[src/hw/rtl/pdm_pkg.sv]
`timescale 1ns / 1ps
// Types and constants shared by the PID differential-drive mixer modules.
package pdm_pkg;

  localparam int ERR_W      = 16;
  localparam int GAIN_W     = 8;
  localparam int SPEED_W    = 7;
  localparam int PWM_W      = 8;
  localparam int PCT_W      = 7;
  localparam int INTEG_W    = 32;
  localparam int BASE_W     = 9;
  localparam int CFG_ADDR_W = 2;
  localparam int CFG_DATA_W = 8;

  // Shared multiplier operand widths (signed).
  localparam int MUL_A_W = 18;
  localparam int MUL_B_W = 19;
  localparam int MUL_P_W = MUL_A_W + MUL_B_W;

  // Base speed = percent * 255 / 100, done as a reciprocal multiply.
  localparam int              BASE_SH  = 22;
  localparam logic [15:0]     BASE_MUL = 16'd41944;

  typedef enum logic [CFG_ADDR_W-1:0] {
    REG_GAIN_P     = 2'd0,
    REG_GAIN_I     = 2'd1,
    REG_GAIN_D     = 2'd2,
    REG_BASE_SPEED = 2'd3
  } reg_idx_t;

  typedef enum logic [3:0] {
    MOP_NONE,
    MOP_INT,
    MOP_DIV,
    MOP_P,
    MOP_I,
    MOP_D,
    MOP_BASE,
    MOP_PCT_L,
    MOP_PCT_R
  } mul_op_t;

  typedef enum logic [3:0] {
    ST_IDLE,
    ST_INT,
    ST_DIV,
    ST_P,
    ST_I,
    ST_D,
    ST_BASE,
    ST_CTL,
    ST_MIX,
    ST_PCT_L,
    ST_PCT_R,
    ST_SAVE,
    ST_DONE
  } state_t;

  typedef struct packed {
    logic [GAIN_W-1:0]  gain_p;
    logic [GAIN_W-1:0]  gain_i;
    logic [GAIN_W-1:0]  gain_d;
    logic [SPEED_W-1:0] base_speed_percent;
  } pdm_cfg_t;

  typedef struct packed {
    logic    load;
    mul_op_t mul_op;
    logic    ctl_en;
    logic    mix_en;
    logic    out_load;
  } pdm_cmd_t;

endpackage

[src/hw/rtl/pdm_regs.sv]
`timescale 1ns / 1ps
// Configuration register file: gains and base speed.
module pdm_regs import pdm_pkg::*; (
  input  logic                  clk,
  input  logic                  rst_n,
  input  logic                  cfg_we,
  input  logic [CFG_ADDR_W-1:0] cfg_addr,
  input  logic [CFG_DATA_W-1:0] cfg_wdata,
  output pdm_cfg_t              cfg
);

  pdm_cfg_t cfg_r;
  pdm_cfg_t cfg_nxt;

  always_comb begin
    cfg_nxt = cfg_r;
    if (cfg_we) begin
      case (reg_idx_t'(cfg_addr))
        REG_GAIN_P:     cfg_nxt.gain_p = cfg_wdata;
        REG_GAIN_I:     cfg_nxt.gain_i = cfg_wdata;
        REG_GAIN_D:     cfg_nxt.gain_d = cfg_wdata;
        REG_BASE_SPEED: cfg_nxt.base_speed_percent = cfg_wdata[SPEED_W-1:0];
        default:        cfg_nxt = cfg_r;
      endcase
    end
  end

  always_ff @(posedge clk) begin
    if (!rst_n) begin
      cfg_r <= '0;
    end else begin
      cfg_r <= cfg_nxt;
    end
  end

  assign cfg = cfg_r;

endmodule

[src/hw/rtl/pdm_ctrl.sv]
`timescale 1ns / 1ps
// Sequencer: steps one sample through the shared multiplier and owns the output valid.
module pdm_ctrl import pdm_pkg::*; (
  input  logic     clk,
  input  logic     rst_n,
  input  logic     in_tvalid,
  output logic     in_tready,
  input  logic     out_tready,
  output logic     out_tvalid,
  output pdm_cmd_t cmd
);

  state_t state_r;
  state_t state_nxt;
  logic   out_valid_r;
  logic   out_valid_nxt;

  // Next state.
  always_comb begin
    state_nxt = state_r;
    case (state_r)
      ST_IDLE:  if (in_tvalid) state_nxt = ST_INT;
      ST_INT:   state_nxt = ST_DIV;
      ST_DIV:   state_nxt = ST_P;
      ST_P:     state_nxt = ST_I;
      ST_I:     state_nxt = ST_D;
      ST_D:     state_nxt = ST_BASE;
      ST_BASE:  state_nxt = ST_CTL;
      ST_CTL:   state_nxt = ST_MIX;
      ST_MIX:   state_nxt = ST_PCT_L;
      ST_PCT_L: state_nxt = ST_PCT_R;
      ST_PCT_R: state_nxt = ST_SAVE;
      ST_SAVE:  state_nxt = ST_DONE;
      ST_DONE:  if (!out_valid_r || out_tready) state_nxt = ST_IDLE;
      default:  state_nxt = ST_IDLE;
    endcase
    out_valid_nxt = cmd.out_load | (out_valid_r & ~out_tready);
  end

  // Commands.
  always_comb begin
    cmd       = '0;
    in_tready = 1'b0;
    case (state_r)
      ST_IDLE: begin
        in_tready = 1'b1;
        cmd.load  = in_tvalid;
      end
      ST_INT:   cmd.mul_op = MOP_INT;
      ST_DIV:   cmd.mul_op = MOP_DIV;
      ST_P:     cmd.mul_op = MOP_P;
      ST_I:     cmd.mul_op = MOP_I;
      ST_D:     cmd.mul_op = MOP_D;
      ST_BASE:  cmd.mul_op = MOP_BASE;
      ST_CTL:   cmd.ctl_en = 1'b1;
      ST_MIX:   cmd.mix_en = 1'b1;
      ST_PCT_L: cmd.mul_op = MOP_PCT_L;
      ST_PCT_R: cmd.mul_op = MOP_PCT_R;
      ST_SAVE:  cmd.mul_op = MOP_NONE;
      ST_DONE:  cmd.out_load = !out_valid_r || out_tready;
      default:  cmd = '0;
    endcase
  end

  always_ff @(posedge clk) begin
    if (!rst_n) begin
      state_r     <= ST_IDLE;
      out_valid_r <= 1'b0;
    end else begin
      state_r     <= state_nxt;
      out_valid_r <= out_valid_nxt;
    end
  end

  assign out_tvalid = out_valid_r;

  // A waiting result beat is never overwritten.
  a_no_overwrite: assert property (@(posedge clk) disable iff (!rst_n)
    cmd.out_load |-> (!out_valid_r || out_tready))
    else $error("result overwritten while stalled");

  a_accept_starts: assert property (@(posedge clk) disable iff (!rst_n)
    (in_tvalid && in_tready) |=> (state_r == ST_INT))
    else $error("accepted beat did not start the sequence");

  a_valid_from_load: assert property (@(posedge clk) disable iff (!rst_n)
    $rose(out_valid_r) |-> $past(cmd.out_load))
    else $error("output valid rose without a result load");

endmodule

[src/hw/rtl/pdm_dp.sv]
`timescale 1ns / 1ps
// Datapath: PID state, shared multiplier, mixing, clamp and percent conversion.
module pdm_dp import pdm_pkg::*; #(
  parameter int SAMPLE_PERIOD = 10,
  parameter int PWM_MAX       = 255
) (
  input  logic                    clk,
  input  logic                    rst_n,
  input  pdm_cmd_t                cmd,
  input  pdm_cfg_t                cfg,
  input  logic signed [ERR_W-1:0] in_angle_error,
  output logic [ERR_W-1:0]        control_value,
  output logic [PWM_W-1:0]        left_duty,
  output logic [PWM_W-1:0]        right_duty,
  output logic [PCT_W-1:0]        left_percent,
  output logic [PCT_W-1:0]        right_percent
);

  // Exact division by constants: q = (n * ceil(2^(N+l)/D)) >> (N+l), 2^l >= D.
  localparam int DIV_SH = ERR_W + $clog2(SAMPLE_PERIOD);
  localparam longint unsigned DIV_MUL =
    ((64'd1 << DIV_SH) + SAMPLE_PERIOD - 1) / SAMPLE_PERIOD;
  localparam int PCT_SH = 15 + $clog2(PWM_MAX);
  localparam longint unsigned PCT_MUL =
    ((64'd1 << PCT_SH) + PWM_MAX - 1) / PWM_MAX;
  localparam logic [PWM_W-1:0] PWM_TOP = PWM_W'(PWM_MAX);

  function automatic logic [14:0] times100(input logic [PWM_W-1:0] v);
    times100 = (15'(v) << 6) + (15'(v) << 5) + (15'(v) << 2);
  endfunction

  function automatic logic [PWM_W-1:0] clamp_duty(input logic [ERR_W-1:0] v);
    if (v[ERR_W-1]) clamp_duty = '0;
    else if (v > ERR_W'(PWM_TOP)) clamp_duty = PWM_TOP;
    else clamp_duty = v[PWM_W-1:0];
  endfunction

  // Control state.
  logic signed [ERR_W-1:0] prev_r, prev_nxt;
  logic [INTEG_W-1:0]      integral_r, integral_nxt;
  mul_op_t                 op_r;

  // Working payload.
  logic signed [ERR_W-1:0]     err_r, err_nxt;
  logic [ERR_W-1:0]            dmag_r, dmag_nxt;
  logic                        dneg_r, dneg_nxt;
  logic signed [MUL_P_W-1:0]   mul_r;
  logic [ERR_W-1:0]            p_r, p_nxt, i_r, i_nxt, d_r, d_nxt, q_r, q_nxt;
  logic [ERR_W-1:0]            ctl_r, ctl_nxt;
  logic [BASE_W-1:0]           base_r, base_nxt;
  logic [PWM_W-1:0]            pwm_l_r, pwm_l_nxt, pwm_r_r, pwm_r_nxt;
  logic [PCT_W-1:0]            pct_l_r, pct_l_nxt, pct_r_r, pct_r_nxt;
  logic [ERR_W-1:0]            out_ctl_r, out_ctl_nxt;
  logic [PWM_W-1:0]            out_lpwm_r, out_lpwm_nxt, out_rpwm_r, out_rpwm_nxt;
  logic [PCT_W-1:0]            out_lpct_r, out_lpct_nxt, out_rpct_r, out_rpct_nxt;

  logic signed [MUL_A_W-1:0] mul_a;
  logic signed [MUL_B_W-1:0] mul_b;
  logic signed [MUL_P_W-1:0] mul_p;
  logic [MUL_P_W-1:0]        mul_u;
  logic [ERR_W-1:0]          div_q;
  logic signed [ERR_W:0]     diff;
  logic [ERR_W:0]            diff_mag;
  logic [14:0]               base_num;
  logic [ERR_W-1:0]          left_sum, right_sum;

  assign diff     = {in_angle_error[ERR_W-1], in_angle_error} - {prev_r[ERR_W-1], prev_r};
  assign diff_mag = diff[ERR_W] ? (ERR_W+1)'(-diff) : diff;
  assign base_num = {cfg.base_speed_percent, 8'b0} - 15'(cfg.base_speed_percent);
  assign mul_u    = mul_r;
  assign div_q    = ERR_W'(mul_u >> DIV_SH);
  assign left_sum  = ERR_W'(base_r) + ctl_r;
  assign right_sum = ERR_W'(base_r) - ctl_r;

  // Operand select for the shared multiplier.
  always_comb begin
    mul_a = '0;
    mul_b = '0;
    case (cmd.mul_op)
      MOP_INT: begin
        mul_a = MUL_A_W'(err_r);
        mul_b = MUL_B_W'(SAMPLE_PERIOD);
      end
      MOP_DIV: begin
        mul_a = MUL_A_W'(dmag_r);
        mul_b = MUL_B_W'(DIV_MUL);
      end
      MOP_P: begin
        mul_a = MUL_A_W'(err_r);
        mul_b = MUL_B_W'(cfg.gain_p);
      end
      MOP_I: begin
        mul_a = MUL_A_W'($signed(integral_r[ERR_W-1:0]));
        mul_b = MUL_B_W'(cfg.gain_i);
      end
      MOP_D: begin
        mul_a = MUL_A_W'(q_r);
        mul_b = MUL_B_W'(cfg.gain_d);
      end
      MOP_BASE: begin
        mul_a = MUL_A_W'(base_num);
        mul_b = MUL_B_W'(BASE_MUL);
      end
      MOP_PCT_L: begin
        mul_a = MUL_A_W'(times100(pwm_l_r));
        mul_b = MUL_B_W'(PCT_MUL);
      end
      MOP_PCT_R: begin
        mul_a = MUL_A_W'(times100(pwm_r_r));
        mul_b = MUL_B_W'(PCT_MUL);
      end
      default: begin
        mul_a = '0;
        mul_b = '0;
      end
    endcase
  end

  assign mul_p = mul_a * mul_b;

  always_comb begin
    prev_nxt     = prev_r;
    integral_nxt = integral_r;
    err_nxt      = err_r;
    dmag_nxt     = dmag_r;
    dneg_nxt     = dneg_r;
    p_nxt        = p_r;
    i_nxt        = i_r;
    d_nxt        = d_r;
    q_nxt        = q_r;
    ctl_nxt      = ctl_r;
    base_nxt     = base_r;
    pwm_l_nxt    = pwm_l_r;
    pwm_r_nxt    = pwm_r_r;
    pct_l_nxt    = pct_l_r;
    pct_r_nxt    = pct_r_r;
    out_ctl_nxt  = out_ctl_r;
    out_lpwm_nxt = out_lpwm_r;
    out_rpwm_nxt = out_rpwm_r;
    out_lpct_nxt = out_lpct_r;
    out_rpct_nxt = out_rpct_r;

    if (cmd.load) begin
      err_nxt  = in_angle_error;
      prev_nxt = in_angle_error;
      dmag_nxt = diff_mag[ERR_W-1:0];
      dneg_nxt = diff[ERR_W];
    end

    // Retire the product issued in the cycle before.
    case (op_r)
      MOP_INT:   integral_nxt = integral_r + mul_u[INTEG_W-1:0];
      MOP_DIV:   q_nxt = dneg_r ? (ERR_W'(0) - div_q) : div_q;
      MOP_P:     p_nxt = mul_u[ERR_W-1:0];
      MOP_I:     i_nxt = mul_u[ERR_W-1:0];
      MOP_D:     d_nxt = mul_u[ERR_W-1:0];
      MOP_BASE:  base_nxt = BASE_W'(mul_u >> BASE_SH);
      MOP_PCT_L: pct_l_nxt = PCT_W'(mul_u >> PCT_SH);
      MOP_PCT_R: pct_r_nxt = PCT_W'(mul_u >> PCT_SH);
      default:   q_nxt = q_r;
    endcase

    if (cmd.ctl_en) begin
      ctl_nxt = p_r + i_r + d_r;
    end

    if (cmd.mix_en) begin
      pwm_l_nxt = clamp_duty(left_sum);
      pwm_r_nxt = clamp_duty(right_sum);
    end

    if (cmd.out_load) begin
      out_ctl_nxt  = ctl_r;
      out_lpwm_nxt = pwm_l_r;
      out_rpwm_nxt = pwm_r_r;
      out_lpct_nxt = pct_l_r;
      out_rpct_nxt = pct_r_r;
    end
  end

  always_ff @(posedge clk) begin
    if (!rst_n) begin
      prev_r     <= '0;
      integral_r <= '0;
      op_r       <= MOP_NONE;
    end else begin
      prev_r     <= prev_nxt;
      integral_r <= integral_nxt;
      op_r       <= cmd.mul_op;
    end
  end

  always_ff @(posedge clk) begin
    err_r      <= err_nxt;
    dmag_r     <= dmag_nxt;
    dneg_r     <= dneg_nxt;
    mul_r      <= mul_p;
    p_r        <= p_nxt;
    i_r        <= i_nxt;
    d_r        <= d_nxt;
    q_r        <= q_nxt;
    ctl_r      <= ctl_nxt;
    base_r     <= base_nxt;
    pwm_l_r    <= pwm_l_nxt;
    pwm_r_r    <= pwm_r_nxt;
    pct_l_r    <= pct_l_nxt;
    pct_r_r    <= pct_r_nxt;
    out_ctl_r  <= out_ctl_nxt;
    out_lpwm_r <= out_lpwm_nxt;
    out_rpwm_r <= out_rpwm_nxt;
    out_lpct_r <= out_lpct_nxt;
    out_rpct_r <= out_rpct_nxt;
  end

  assign control_value = out_ctl_r;
  assign left_duty     = out_lpwm_r;
  assign right_duty    = out_rpwm_r;
  assign left_percent  = out_lpct_r;
  assign right_percent = out_rpct_r;

  a_integ_only_on_int: assert property (@(posedge clk) disable iff (!rst_n)
    ($past(rst_n) && !$stable(integral_r)) |-> $past(op_r == MOP_INT))
    else $error("integral changed outside its update step");

  a_prev_only_on_load: assert property (@(posedge clk) disable iff (!rst_n)
    ($past(rst_n) && !$stable(prev_r)) |-> $past(cmd.load))
    else $error("previous error changed without an accepted beat");

endmodule

[src/hw/rtl/pid_differential_drive_mixer.sv]
`timescale 1ns / 1ps
// PID controller with differential-drive mixing: one angle-error beat in, one result beat out.
// Each accepted angle-error beat updates the running integral and the previous error and
// yields one result beat: the 16-bit wrapped P+I+D control value, the left and right duty
// (base speed plus and minus control, clamped to 0..PWM_MAX) and both duties in percent.
// The result beat turns valid once its sample has been through every step, and a new
// sample is taken only after that. Eight products pass through a single shared multiplier:
// the integral step, derivative division, P, I, D and base speed, one after another; then
// come the control sum, mixing and clamping, the left and right percentages, a step that
// retires the last product, the output register load and the idle state that accepts the
// next sample. The result sits in an output register, so the next sample is taken while a
// result beat still waits; the sequencer only holds when a second result is finished
// before the first one has been taken.
module pid_differential_drive_mixer import pdm_pkg::*; #(
  parameter int SAMPLE_PERIOD = 10,
  parameter int PWM_MAX       = 255
) (
  input  logic                  clk,
  input  logic                  rst_n,
  // Config write port.
  input  logic                  cfg_we,
  input  logic [CFG_ADDR_W-1:0] cfg_addr,
  input  logic [CFG_DATA_W-1:0] cfg_wdata,
  // Input stream.
  input  logic                  in_tvalid,
  output logic                  in_tready,
  input  logic [15:0]           in_tdata,   // [15:0] angle_error
  // Result stream.
  output logic                  out_tvalid,
  input  logic                  out_tready,
  output logic [47:0]           out_tdata   // [15:0] control_value, [23:16] left duty,
                                            // [31:24] right duty, [38:32] left_percent,
                                            // [45:39] right_percent, [47:46] zero
);

  pdm_cfg_t         cfg;
  pdm_cmd_t         cmd;
  logic [ERR_W-1:0] control_value;
  logic [PWM_W-1:0] left_duty;
  logic [PWM_W-1:0] right_duty;
  logic [PCT_W-1:0] left_percent;
  logic [PCT_W-1:0] right_percent;

  pdm_regs u_regs (
    .clk       (clk),
    .rst_n     (rst_n),
    .cfg_we    (cfg_we),
    .cfg_addr  (cfg_addr),
    .cfg_wdata (cfg_wdata),
    .cfg       (cfg)
  );

  pdm_ctrl u_ctrl (
    .clk        (clk),
    .rst_n      (rst_n),
    .in_tvalid  (in_tvalid),
    .in_tready  (in_tready),
    .out_tready (out_tready),
    .out_tvalid (out_tvalid),
    .cmd        (cmd)
  );

  pdm_dp #(
    .SAMPLE_PERIOD (SAMPLE_PERIOD),
    .PWM_MAX       (PWM_MAX)
  ) u_dp (
    .clk            (clk),
    .rst_n          (rst_n),
    .cmd            (cmd),
    .cfg            (cfg),
    .in_angle_error ($signed(in_tdata)),
    .control_value  (control_value),
    .left_duty      (left_duty),
    .right_duty     (right_duty),
    .left_percent   (left_percent),
    .right_percent  (right_percent)
  );

  assign out_tdata = {2'b00, right_percent, left_percent, right_duty, left_duty, control_value};

endmodule

[config.mk]
export PLATFORM = sky130hd
export DESIGN_NAME = pid_differential_drive_mixer
export DESIGN_NICKNAME = d
export VERILOG_FILES = /design/src/hw/rtl/pdm_pkg.sv /design/src/hw/rtl/pdm_regs.sv /design/src/hw/rtl/pdm_ctrl.sv /design/src/hw/rtl/pdm_dp.sv /design/src/hw/rtl/pid_differential_drive_mixer.sv
export SDC_FILE = /design/constraint.sdc
export NUM_CORES = 1
export LEC_CHECK = 0
export BUFFER_PORTS_ARGS = -buffer_cell sky130_fd_sc_hd__buf_2
export CORE_MARGIN = 2
export CORE_UTILIZATION = 50
export DETAILED_ROUTE_END_ITERATION = 8
export PLACE_DENSITY = 0.72
export SETUP_SLACK_MARGIN = 0.1
export SLEW_MARGIN = 20
export SYNTH_ARGS = -nofsm -noshare
export SYNTH_HDL_FRONTEND = slang
export SYNTH_SLANG_ARGS = --single-unit
[constraint.sdc]
create_clock -name clk -period 7.95 [get_ports clk]
set_input_delay 0.795 -clock clk [delete_from_list [all_inputs] [get_ports clk]]
set_output_delay 0.795 -clock clk [all_outputs]
set_load 0.1 [all_outputs]
# Yosys cells after proc, flatten, opt, wreduce, memory -nomap -nowiden
# Index checks and enable logic that the tools add are counted.
# op_classes
add_sub_neg,13
mul,1
order_cmp,2
n_eq_ne,33
muxes,15
bitwise,3
reduce_logical,11
# ops
cell,n
$pmux W18 S7,1
$pmux W17 S7,1
$pmux W4 S13,1
$eq A4 B3 Y1 const B,12
$mul A18 B18 Y36,1
$add A16 B16 Y16,2
$add A32 B32 Y32,1
$gt A16 B8 Y1 const B,2
$mux W16,2
$pmux W4 S8,1
$add A14 B13 Y15,2
$add A15 B10 Y15,2
$eq A4 B4 Y1 const B,7
$eq A4 B2 Y1 const B,6
$sub A16 B16 Y17,1
$add A9 B16 Y16,1
$mux W8,2
$neg A16 Y16,1
$sub A1 B16 Y16 const A,1
$sub A9 B16 Y16,1
$sub A15 B7 Y15,1
$eq A4 B1 Y1 const B,3
$reduce_and A2 Y1,5
$mux W4,2
other kinds (13),19
# totals
register_bits,322
inputBits,31
output_inout_bits,50
word_cells,106

# Depth between registers and ports, before layout
# Gate-level depths: netlist of the first run.
# logic_depth
word_depth,6
depth_mapped,34
depth_no_buf,34

# By module
# From an unflattened synthesis of the first run, not the netlist that was laid out.
# unflattened
cells_unflattened,2433
area_unflattened_um2,25289.3
# modules_own_cells
module,n_inst,cells_each,area_per_inst_um2,seq_area_each_um2
pdm_dp,1,2276,23802.8,7307.0
pdm_regs,1,112,1146.1,620.6
pdm_ctrl,1,42,321.6,100.1
pid_differential_drive_mixer,1,3,18.8,0.0

# Least setup slack after synthesis of the first run
# OpenSTA, ideal clock, no wires.
# synth_timing
path_kind,register to register
startpoint,register u_dp.pwm_r_r[0]
endpoint,register u_dp.mul_r[34]
setup_time_ns,0.119
arrival_time_ns,8.375
t_required_ns,7.831
setup_slack_ns,-0.544
stages_incl_launch_ff,34
n_path_buf,0
period_less_slack_ns,8.494
cell_sequence,edfxtp_1 fa_1 ha_1 inv_1 fa_1 inv_1 a21oi_1 o21bai_1 a21oi_1 o21bai_1 xnor2_1 o22ai_1 nor3_1 nor2_1 fa_1 inv_1 fa_1 fa_1 inv_1 fa_1 fa_1 inv_1 fa_1 inv_1 ha_1 nand2_1 nor3_1 nand2_1 or3_1 o211ai_1 o211ai_1 o311ai_1 a31oi_1 xnor2_1
# synth_between
elab_chain_cells,4
# synth_lines
element,line_no,source
from (decl),pdm_dp.sv:51,"logic [PWM_W-1:0] pwm_l_r, pwm_l_nxt, pwm_r_r, pwm_r_nxt;"
from (signal assigned),pdm_dp.sv:205,pwm_r_r <= pwm_r_nxt;
$add A14 B13 Y15,pdm_dp.sv:29,times100 = (15'(v) << 6) + (15'(v) << 5) + (15'(v) << 2);
$add A15 B10 Y15 *,pdm_dp.sv:29,
$pmux W18 S7 *,pdm_dp.sv:79,case (cmd.mul_op)
$mul A18 B18 Y36 *,pdm_dp.sv:119,assign mul_p = mul_a * mul_b;
named net u_dp.mul_p[34],pdm_dp.sv:59,logic signed [MUL_P_W-1:0] mul_p;
to (signal assigned),pdm_dp.sv:197,mul_r <= mul_p;
to (decl),pdm_dp.sv:47,logic signed [MUL_P_W-1:0] mul_r;
# The timed path passes the listed nets; every way through them passes the cells marked *.
# A chain may end at the register's enable or synchronous reset.

# Worst setup path after layout of the first run
# layout_timing
startpoint,register u_dp.pwm_l_r[0]
endpoint,register u_dp.mul_r[28]
# layout_between
elab_chain_cells,4
# layout_lines
element,line_no,source
from (decl),pdm_dp.sv:51,
from (signal assigned),pdm_dp.sv:204,pwm_l_r <= pwm_l_nxt;
$add A14 B13 Y15,pdm_dp.sv:29,
$add A15 B10 Y15 *,pdm_dp.sv:29,
$pmux W18 S7 *,pdm_dp.sv:79,
$mul A18 B18 Y36 *,pdm_dp.sv:119,
named net u_dp.mul_p[28],pdm_dp.sv:59,
# Marks and branches as above.

==> results of run 1 <==
==> layout make-up <==
type / count / area, um^2
Clock inverter: 15 / 188
Timing Repair Buffer: 260 / 1820
Clock buffer: 48 / 997
Antenna cell: 2 / 5.00
Sequential cell: 302 / 8030
Multi-Input combinational cell: 1674 / 15800
Inverter: 477 / 1790
Fill cell: 4119 / 20700
Tap cell: 672 / 841
==> where the power goes <==
part | leakage, nW | switching [W] | internal, W | total, W
clock network | 0.573 | 0.000651 | 0.000988 | 0.00164
logic | 10.3 | 0.00251 | 0.00202 | 0.00454
registers | 2.67 | 0.000193 | 0.00197 | 0.00216
==> layer usage <==
metal | part of all wire [%] | wire (um) | track usage [%]
met5 | 0.039 | 27 | 0
met4 | 5.6 | 3870 | 12.9
met3 | 7.3 | 5050 | 5.54
met2 | 46 | 32200 | 44.5
met1 | 41 | 28100 | 34.0
==> cells by family (layout without fill, tap and decap cells) <==
group / count (synthesis) / count (layout)
flops: 302 / 302
fa+ha+maj: 503 / 503
mux: 34 / 34
other cells: 2 / 19
xor+xnor: 123 / 123
compound gates: 370 / 370
buf+inv: 530 / 800
simple gates: 627 / 627
==> stage by stage <==
stage | area (um^2) | utilization [%]
after floorplan | 25600 | -
after global placement | 27800 | 55.5
after detailed placement | 27800 | 55.5
after CTS | 29300 | 58.4
after global routing | 29500 | 58.8
final | 29500 | 58.8
==> cells in the mapped netlist, types with 14 or more instances <==
| cell type | count | area, um^2 |
|---|---|---|
| sky130_fd_sc_hd__nand3_1 | 24 | 120 |
| sky130_fd_sc_hd__nor2_1 | 242 | 908 |
| sky130_fd_sc_hd__and3_1 | 37 | 231 |
| sky130_fd_sc_hd__nor2b_1 | 16 | 100 |
| sky130_fd_sc_hd__ha_1 | 212 | 2650 |
| sky130_fd_sc_hd__xnor2_1 | 90 | 788 |
| sky130_fd_sc_hd__nor3_1 | 36 | 180 |
| sky130_fd_sc_hd__edfxtp_1 | 198 | 5950 |
| sky130_fd_sc_hd__inv_1 | 476 | 1790 |
| sky130_fd_sc_hd__a31oi_1 | 25 | 156 |
| sky130_fd_sc_hd__or3_1 | 14 | 87.6 |
| sky130_fd_sc_hd__clkbuf_1 | 40 | 150 |
| sky130_fd_sc_hd__o21ai_0 | 59 | 295 |
| sky130_fd_sc_hd__and2_1 | 14 | 87.6 |
| sky130_fd_sc_hd__dfxtp_1 | 104 | 2080 |
| sky130_fd_sc_hd__xor2_1 | 33 | 289 |
| sky130_fd_sc_hd__or2_2 | 24 | 150 |
| sky130_fd_sc_hd__mux2i_1 | 31 | 310 |
| sky130_fd_sc_hd__nand2b_1 | 32 | 200 |
| sky130_fd_sc_hd__a21o_1 | 20 | 150 |
| sky130_fd_sc_hd__a21oi_1 | 114 | 571 |
| sky130_fd_sc_hd__nand2_1 | 144 | 541 |
| sky130_fd_sc_hd__fa_1 | 290 | 5810 |
==> timing repair <==
item                       4_1_cts  5_1_grt
gates resized for setup         51       36
setup endpoints to repair       14       16
setup buffers                   13        7
pin swaps                       48       34
==> worst reg2reg max path, delay by kind of cell, from the launching register on <==
| kind | cells | cell delay (ps) |
|---|---|---|
| XOR/XNOR | 1 | 180 |
| flip-flops | 1 | 420 |
| AND/OR/NAND/NOR | 3 | 680 |
| adder cells (fa/ha/maj) | 10 | 4310 |
| AO/OA/AOI/OAI | 11 | 1680 |
| buffers and inverters | 8 | 770 |
==> worst max path at each step <==
stage                                  start                      to  slack [ps]  depth (start not counted)
3_3_place_gp   u_dp.pwm_l_r[1]$_SDFFCE_PN0P_  u_dp.mul_r[35]$_DFF_P_        -230                         30
6_report       u_dp.pwm_l_r[0]$_SDFFCE_PN0P_  u_dp.mul_r[28]$_DFF_P_        -210                         33
4_1_cts        u_dp.pwm_l_r[1]$_SDFFCE_PN0P_  u_dp.mul_r[34]$_DFF_P_        -190                         35
2_1_floorplan  u_dp.pwm_l_r[4]$_SDFFCE_PN0P_  u_dp.mul_r[34]$_DFF_P_         120                         33
3_5_place_dp   u_dp.pwm_l_r[1]$_SDFFCE_PN0P_  u_dp.mul_r[34]$_DFF_P_        -420                         34
5_1_grt        u_dp.pwm_l_r[0]$_SDFFCE_PN0P_  u_dp.mul_r[34]$_DFF_P_        -570                         35
==> run metrics, run 1 <==
first-pass GRT wire length=between 100000 and 150000 um; Routed Wire Length=69200 um; worst reg-to-reg setup slack=-210 ps; leak pwr=about 13 nW; count of routing violations after the opening detailed-route iteration=approximately 1600; number of enable flip-flop cells after synthesis=198; Final Wtd Congestion=0.976; root buffer cell=sky130_fd_sc_hd__clkbuf_16; critical path class=flip-flop to flip-flop; fraction of the yosys area taken by sequential cells=a little under a third; detail-routed net length per standard cell=20.1 um; number of standard cells in the final layout excluding fillers=around 3500; H-tree levels=2; iteration count of the initial detailed-routing pass=6; total chip power=between 0.008 and 0.009 W; total global routing overflow=0; violated checks=setup timing; critical register-to-register path startpoint=u_dp.pwm_l_r[0]$_SDFFCE_PN0P_; instance count of the mapped netlist=between 2000 and 2500; pin count of the biggest net entering global routing=47; TritonCTS clock tree=built; Crit path largest cell delay=around 560 ps; largest voltage drop on the vdd net=roughly 0.25 mV; cell repeated most along the worst path=sky130_fd_sc_hd__fa_1; NumNets Final=3283; later-pin clock latency in the skew report=around 540 ps; total of flip-flops plus latches after synthesis=around 300; number of flip-flops under the largest register name=32; hold bufs inserted after CTS=0; final hold slack=417 ps; fraction of the mapped netlist area in adder cells=approximately 33%; data required time of the worst path=about 8400 ps; fraction of layout cells with a size suffix above 1=16.5%; DPL Wire Length=57000 um; DP Worst Slack=-420 ps; total negative setup slack=-1310 ps; maximum clock frequency=~120 MHz; Post-Synth Simple-Gate Area=11.6%; placed cells=3366; leading cell types in the layout, fill and taps excluded=sky130_fd_sc_hd__inv_1 (458), sky130_fd_sc_hd__fa_1 (283), sky130_fd_sc_hd__nor2_1 (230); run status=finished with violations; input/output buffers=78; via count of the first global-routing pass=19300; leading register cell type out of synthesis=sky130_fd_sc_hd__edfxtp_1; vias per cell=5.41; Min-Delay Path Depth=0; Syn Std Cell Area=around 25000 um^2; path class of the lowest-slack min-delay path=flip-flop to flip-flop; initial core utilization=50.7%; Total Die Area=around 53000 um^2; average cell area after synthesis=roughly 10 um^2; setup violators final=10; number of hold violations in the final report=0; overall routing resource usage=27.0%; TritonCTS buffer count=35; maximum clock skew at final layout=20.5 ps; Reg-to-Reg End=u_dp.mul_r[28]$_DFF_P_; overall via count from detail_route=18700; type of element launching the critical path=flip-flop; async set or reset register ratio after synthesis=0%; tightest slew margin relative to the limit=a little under a quarter; overall die width=229 um; Worst-Margin Slew=approximately 1200 ps; power density relative to cell area=283 nW/um^2; library cells used by synthesis=94; CP arrival=around 8600 ps; Rows=82; Maximum Capacitance Violations=0; antenna violation net count after detailed routing=0; buffer depth of the longest clock path=3; number of synthesis warnings=0; cell with the biggest individual delay on the critical path=sky130_fd_sc_hd__fa_1; overall die height=roughly 230 um; TritonCTS sink count=approximately 300; parity-gate share of the synthesized area counting xor and xnor cells=4.24%; core box area=approximately 50000 um^2; Compound-Gate Fraction of Synth Area=under 10%; crit path setup slack, layout=-212 ps; number of ports placed on the die boundary=81; antenna violations before repair=4; maximum fanout along the worst path=4; start point of the worst hold path=u_dp.pct_r_r[4]$_DFFE_PN_; post-route DRC violation count=0; multiplexer share of the synthesized area=1.35%; most common cell after layout, fill and taps aside=sky130_fd_sc_hd__inv_1; setup repair after global routing missed its margin=yes; Reg with most FFs=u_dp.mul_r; Area growth, synth to finish=16.0%; clock-pin slew on the worst setup and hold paths=roughly 60 ps; share of the cycle needed by the critical path after routing=103%; largest family of logic cells by synthesized area=adder cells; final count of pins violating max slew=0; logic depth of the worst register-to-register path=33; worst-case hold path end point=u_dp.right_percent[4]$_DFFE_PP_; min cycle time layout=around 8200 ps; endpoint class of the critical path=flip-flop; cell type group with the largest total delay on the critical path=adder cells; combined buffer and inverter count along the critical path=8
Power figures use the tool's default switching activity.
==> run 2, diff against run 1 <==
--- a/config.mk
+++ b/config.mk
@@ -5,6 +5,7 @@
 export SDC_FILE = /design/constraint.sdc
 export NUM_CORES = 1
 export LEC_CHECK = 0
+export ABC_AREA = 1
 export BUFFER_PORTS_ARGS = -buffer_cell sky130_fd_sc_hd__buf_2
 export CORE_MARGIN = 2
 export CORE_UTILIZATION = 50
==> run metrics, run 2 <==
run status=complete, no violations; maximum clock skew at final layout=approximately 34 ps; cell repeated most along the worst path=sky130_fd_sc_hd__fa_1; fraction of layout cells with a size suffix above 1=under 10%; setup repair after global routing missed its margin=no; clock-pin slew on the worst setup and hold paths=60 ps; detail-routed net length per standard cell=17.3 um; setup violators final=0; post-route DRC violation count=0; Reg with most FFs=u_dp.mul_r; total global routing overflow=0; library cells used by synthesis=54; antenna violation net count after detailed routing=0; TritonCTS clock tree=built; type of element launching the critical path=flip-flop; pin count of the biggest net entering global routing=53; total of flip-flops plus latches after synthesis=roughly 300; DPL Wire Length=~56000 um; TritonCTS sink count=around 300; buffer depth of the longest clock path=3; power density relative to cell area=between 200 and 250 nW/um^2; min cycle time layout=7660 ps; leading register cell type out of synthesis=sky130_fd_sc_hd__edfxtp_1; fraction of the yosys area taken by sequential cells=between 30 and 40%; Syn Std Cell Area=~27000 um^2; total chip power=around 0.0068 W; largest voltage drop on the vdd net=~0.30 mV; average cell area after synthesis=between 8 and 9 um^2; data required time of the worst path=8360 ps; via count of the first global-routing pass=about 20000; Final Wtd Congestion=a little under 1; endpoint class of the critical path=flip-flop; maximum fanout along the worst path=5; Min-Delay Path Depth=0; overall die height=approximately 230 um; TritonCTS buffer count=34; iteration count of the initial detailed-routing pass=5; number of hold violations in the final report=0; share of the cycle needed by the critical path after routing=between 90 and 100%; Routed Wire Length=around 68000 um; list of most frequent post-synthesis cells=sky130_fd_sc_hd__inv_1 (758), sky130_fd_sc_hd__nand2_1 (484), sky130_fd_sc_hd__fa_1 (290); initial core utilization=50.7%; antenna violations before repair=0; root buffer cell=sky130_fd_sc_hd__clkbuf_16; H-tree levels=2; maximum clock frequency=131 MHz; core box area=approximately 53000 um^2; top cell type by total area after synthesis=sky130_fd_sc_hd__edfxtp_1; first-pass GRT wire length=approximately 110000 um; number of ports placed on the die boundary=81; final count of pins violating max slew=0; cell with the biggest individual delay on the critical path=sky130_fd_sc_hd__fa_1; portion of synthesized cell area occupied by the leading cell type=approximately 22%; later-pin clock latency in the skew report=~540 ps; Maximum Capacitance Violations=0; number of flip-flops under the largest register name=32; Worst-Margin Slew=roughly 1100 ps; instance count of the mapped netlist=3032; post-route standard cell area excluding fillers=about 30000 um^2; number of synthesis warnings=0; overall routing resource usage=24.8%; critical path class=flip-flop to flip-flop; CP arrival=slightly above 8000 ps; Area growth, synth to finish=12.2%; number of enable flip-flop cells after synthesis=between 150 and 200; diodes inserted=0; Rows=84; CP Launch Point=u_dp.pwm_r_r[1]$_SDFFCE_PN0P_; Crit path largest cell delay=~590 ps; most area-consuming cells after synthesis=sky130_fd_sc_hd__edfxtp_1 (22%), sky130_fd_sc_hd__fa_1 (22%), sky130_fd_sc_hd__inv_1 (11%); total negative setup slack=0 ps; logic depth of the worst register-to-register path=27; async set or reset register ratio after synthesis=0%; Total Die Area=55100 um^2; placed standard-cell area=about 28000 um^2; input/output buffers=78; NumNets Final=between 3000 and 4000; overall die width=~230 um; vias per cell=around 5.2; most used standard cell by instance count after synthesis=sky130_fd_sc_hd__inv_1; tightest slew margin relative to the limit=27.4%; path class of the lowest-slack min-delay path=flip-flop to flip-flop; overall via count from detail_route=~21000; most common cell after layout, fill and taps aside=sky130_fd_sc_hd__inv_1; leak pwr=15.1 nW; leading cell types in the layout, fill and taps excluded=sky130_fd_sc_hd__inv_1 (758), sky130_fd_sc_hd__nand2_1 (482), sky130_fd_sc_hd__fa_1 (290); count of routing violations after the opening detailed-route iteration=approximately 1900; critical register-to-register path startpoint=u_dp.pwm_r_r[1]$_SDFFCE_PN0P_; start point of the worst hold path=u_dp.pct_l_r[4]$_DFFE_PN_
## run 2: timing repair
item | CTS | global route
hold buffers | 0 | 0
resized for setup | 0 | 42
endpoints found under the setup margin | 0 | 18
setup buffers | 0 | 26
## run 2: final timing paths
kind | end | slack, ps
hold / removal | u_dp.left_percent[4]$_DFFE_PP_ | 420
setup / recovery | u_dp.mul_r[34]$_DFF_P_ | 290
setup reg to reg | u_dp.mul_r[34]$_DFF_P_ | 290
hold reg to reg | u_dp.left_percent[4]$_DFFE_PP_ | 420
## run 2: kinds of logic after synthesis
logic type | synth area share, %
AND/OR/NAND/NOR | 15.1
buffers and inverters | 11.6
adder cells (fa/ha/maj) | 31.8
AO/OA/AOI/OAI | 7.54
flip-flops | 30.2
XOR/XNOR | 3.82
other | 0.0282
## run 2: through the flow
step,hold slack (ps),worst slack [ps],instances,utilization (%)
6_report,417,295,3934,56.8
5_1_grt,422,52.0,3934,56.8
4_1_cts,418,110,3908,56.1
3_5_place_dp,405,174,3847,53.9
3_3_place_gp,401,324,3847,53.9
2_1_floorplan,400,732,3047,-
## run 2: cell type report
cell class	count	area, um^2
fill	4625	22700
multi-input combinational	1929	15800
sequential	302	8030
inverter	778	2920
timing repair buffer	176	1150
clock buffer	37	883
tap	688	861
clock inverter	24	249
## run 2: power breakdown
part | internal [W] | switching, W
Sequential | 0.00190 | 0.000207
Clock | 0.000966 | 0.000650
Combinational | 0.00128 | 0.00184
Total | 0.00415 | 0.00270
## run 2: worst max-delay path: cells and delay by family (launching register included)
| kind | cells | cell delay [ps] |
|---|---|---|
| AOI/OAI and AO/OA | 5 | 1180 |
| xor gates and xnor gates | 1 | 150 |
| adders and majority gates | 10 | 4670 |
| buffers and inverters | 5 | 450 |
| DFF | 1 | 480 |
| and+or+nand+nor | 6 | 590 |
## run 2: layer usage
metal | wire length (um) | GRT usage (%) | vias to the layer above
met5 | 0 | 0 | -
met4 | 3340 | 10.9 | 0
met3 | 6200 | 5.47 | 154
met2 | 31300 | 38.9 | 821
met1 | 27400 | 33.2 | 9800
li1 | - | - | 9769
==> run 3, diff against run 2 <==
--- a/config.mk
+++ b/config.mk
@@ -8,9 +8,10 @@
 export ABC_AREA = 1
 export BUFFER_PORTS_ARGS = -buffer_cell sky130_fd_sc_hd__buf_2
 export CORE_MARGIN = 2
-export CORE_UTILIZATION = 50
+export CORE_UTILIZATION = 44
 export DETAILED_ROUTE_END_ITERATION = 8
-export PLACE_DENSITY = 0.72
+export PLACE_DENSITY = 0.65
+export REMOVE_ABC_BUFFERS = 1
 export SETUP_SLACK_MARGIN = 0.1
 export SLEW_MARGIN = 20
 export SYNTH_ARGS = -nofsm -noshare
==> run metrics, run 3 (synthesis results as in run 2) <==
run status=complete, no violations; maximum clock frequency=around 130 MHz; placed standard-cell area=28400 um^2; setup violators final=0; leak pwr=15.0 nW; overall via count from detail_route=between 20000 and 25000; via count of the first global-routing pass=approximately 20000; total negative setup slack=0 ps; root buffer cell=sky130_fd_sc_hd__clkbuf_16; critical path class=flip-flop to flip-flop; largest voltage drop on the vdd net=around 0.25 mV; overall die width=between 200 and 250 um; count of routing violations after the opening detailed-route iteration=1410; diodes inserted=0; TritonCTS sink count=~300; Worst-Margin Slew=approximately 1100 ps; antenna violation net count after detailed routing=0; vias per cell=approximately 5; overall routing resource usage=22.7%; tightest slew margin relative to the limit=25.3%; setup repair after global routing missed its margin=yes; Reg with most FFs=u_dp.mul_r; number of hold violations in the final report=0; Final Wtd Congestion=between 0.9 and 1; power density relative to cell area=~230 nW/um^2; share of total power in combinational logic=about 44%; number of ports placed on the die boundary=81; final hold slack=about 420 ps; maximum clock skew at final layout=15.4 ps; min cycle time layout=about 7500 ps; Area growth, synth to finish=12.3%; maximum fanout along the worst path=7; fraction of layout cells with a size suffix above 1=9.40%; cell with the biggest individual delay on the critical path=sky130_fd_sc_hd__fa_1; post-route standard cell area excluding fillers=between 20000 and 30000 um^2; TritonCTS clock tree=built; input/output buffers=between 70 and 80; DPL Wire Length=about 58000 um; GRT met3 Usage=4.08%; buffer depth of the longest clock path=3; number of flip-flops under the largest register name=32; met1 Usage GRT=30.5%; antenna violations before repair=0; fraction of power consumed by the clock network=about a quarter; type of element launching the critical path=flip-flop; Cell Int Power=0.00401 W; first-pass GRT wire length=around 110000 um; clock-pin slew on the worst setup and hold paths=approximately 60 ps; Rows=90; Maximum Capacitance Violations=0; later-pin clock latency in the skew report=560 ps; pin count of the biggest net entering global routing=between 50 and 60; NumNets Final=between 3000 and 4000; most common cell after layout, fill and taps aside=sky130_fd_sc_hd__inv_1; combined buffer and inverter count along the critical path=6; hold bufs inserted after CTS=0; TritonCTS buffer count=34; met2 demand-to-capacity share in global routing=a little over a third; cell repeated most along the worst path=sky130_fd_sc_hd__fa_1; iteration count of the initial detailed-routing pass=5; leading cell types in the layout, fill and taps excluded=sky130_fd_sc_hd__inv_1 (758), sky130_fd_sc_hd__nand2_1 (482), sky130_fd_sc_hd__fa_1 (290); share of the cycle needed by the critical path after routing=94.2%; CP arrival=approximately 8000 ps; cell type group with the largest total delay on the critical path=adder cells; crit path setup slack, layout=between 400 and 500 ps; path class of the lowest-slack min-delay path=flip-flop to flip-flop; H-tree levels=2; endpoint class of the critical path=flip-flop; Routed Wire Length=69100 um; core box area=around 60000 um^2; sequential group share of total power=between 30% and 40%; Crit path largest cell delay=approximately 570 ps; initial core utilization=44.3%; final count of pins violating max slew=0; total global routing overflow=0; DP Worst Slack=122 ps; Total Die Area=between 60000 and 70000 um^2; detail-routed net length per standard cell=approximately 17 um; post-route DRC violation count=0; most heavily used metal layer in global routing=met2; net switching power=between 0.002 and 0.003 W; data required time of the worst path=8390 ps; overall die height=between 200 and 250 um; Net Sw Frac=40.6%
run 3: cell types whose count changed in the layout (fill, tap and decap cells not counted), moves of 3 or more:
cell,before,now
sky130_fd_sc_hd__clkinv_4,1,5
sky130_fd_sc_hd__o21ai_1,11,14
sky130_fd_sc_hd__buf_4,95,72
sky130_fd_sc_hd__clkbuf_1,2,7
sky130_fd_sc_hd__clkinv_2,5,1
sky130_fd_sc_hd__ha_1,208,205
sky130_fd_sc_hd__clkinv_1,8,1
run 3: final timing paths:
path,cells after the start,start,endpoint,slack [ps]
max,32,u_dp.pwm_l_r[0]$_SDFFCE_PN0P_,u_dp.mul_r[35]$_DFF_P_,460
max reg2reg,32,u_dp.pwm_l_r[0]$_SDFFCE_PN0P_,u_dp.mul_r[35]$_DFF_P_,460
min,0,u_dp.pct_r_r[5]$_DFFE_PN_,u_dp.right_percent[5]$_DFFE_PP_,420
min reg2reg,0,u_dp.pct_r_r[5]$_DFFE_PN_,u_dp.right_percent[5]$_DFFE_PP_,420
run 3: metrics by stage:
step	total power [W]	util, %	cells
global placement	0.00497	47.2	3934
finish	0.00674	49.7	4006
CTS	0.00667	49.2	3996
floorplan	0.00409	-	3009
global route	0.00726	49.7	4006
detailed placement	0.00500	47.2	3934
run 3: what timing repair did:
action	CTS	global route
setup endpoints to repair	2	17
gates resized for setup	1	48
cloned	0	0
setup buffers	0	10
pin swaps	0	11
run 3: final cells by class:
cell class              count  area (um^2)
flip-flops and latches    302         8030
well taps                 782          978
clock buffers              45          966
clock inverters            17          210
inverters                 778         2920
multi-input cells        1929        15800
repair buffers            153          973
fillers                  5640        30200
run 3: routing by layer:
| layer | up-vias | wire (um) | part of all wire, % |
|---|---|---|---|
| met5 | - | 0 | 0 |
| met4 | 0 | 3290 | 4.8 |
| met3 | 142 | 5050 | 7.3 |
| met2 | 671 | 31500 | 46 |
| met1 | 9607 | 29300 | 42 |
| li1 | 9748 | - | - |
run 3: worst reg2reg max path: cells and delay by family (launching register included):
family                   cells  cell delay [ps]
flip-flops                   1              420
AO/OA/AOI/OAI                7              990
adder cells (fa/ha/maj)     10             4550
XOR/XNOR                     1              150
AND/OR/NAND/NOR              8              910
buffers and inverters        6              350
run 3: power groups by stage:
stage / Sequential (W) / Clock [W] / Combinational [W]
4_1_cts: 0.00210 / 0.00168 / 0.00289
3_5_place_dp: 0.00214 / 0 / 0.00286
3_3_place_gp: 0.00214 / 0 / 0.00284
5_1_grt: 0.00212 / 0.00175 / 0.00338
2_1_floorplan: 0.00201 / 0 / 0.00208
6_report: 0.00212 / 0.00165 / 0.00297
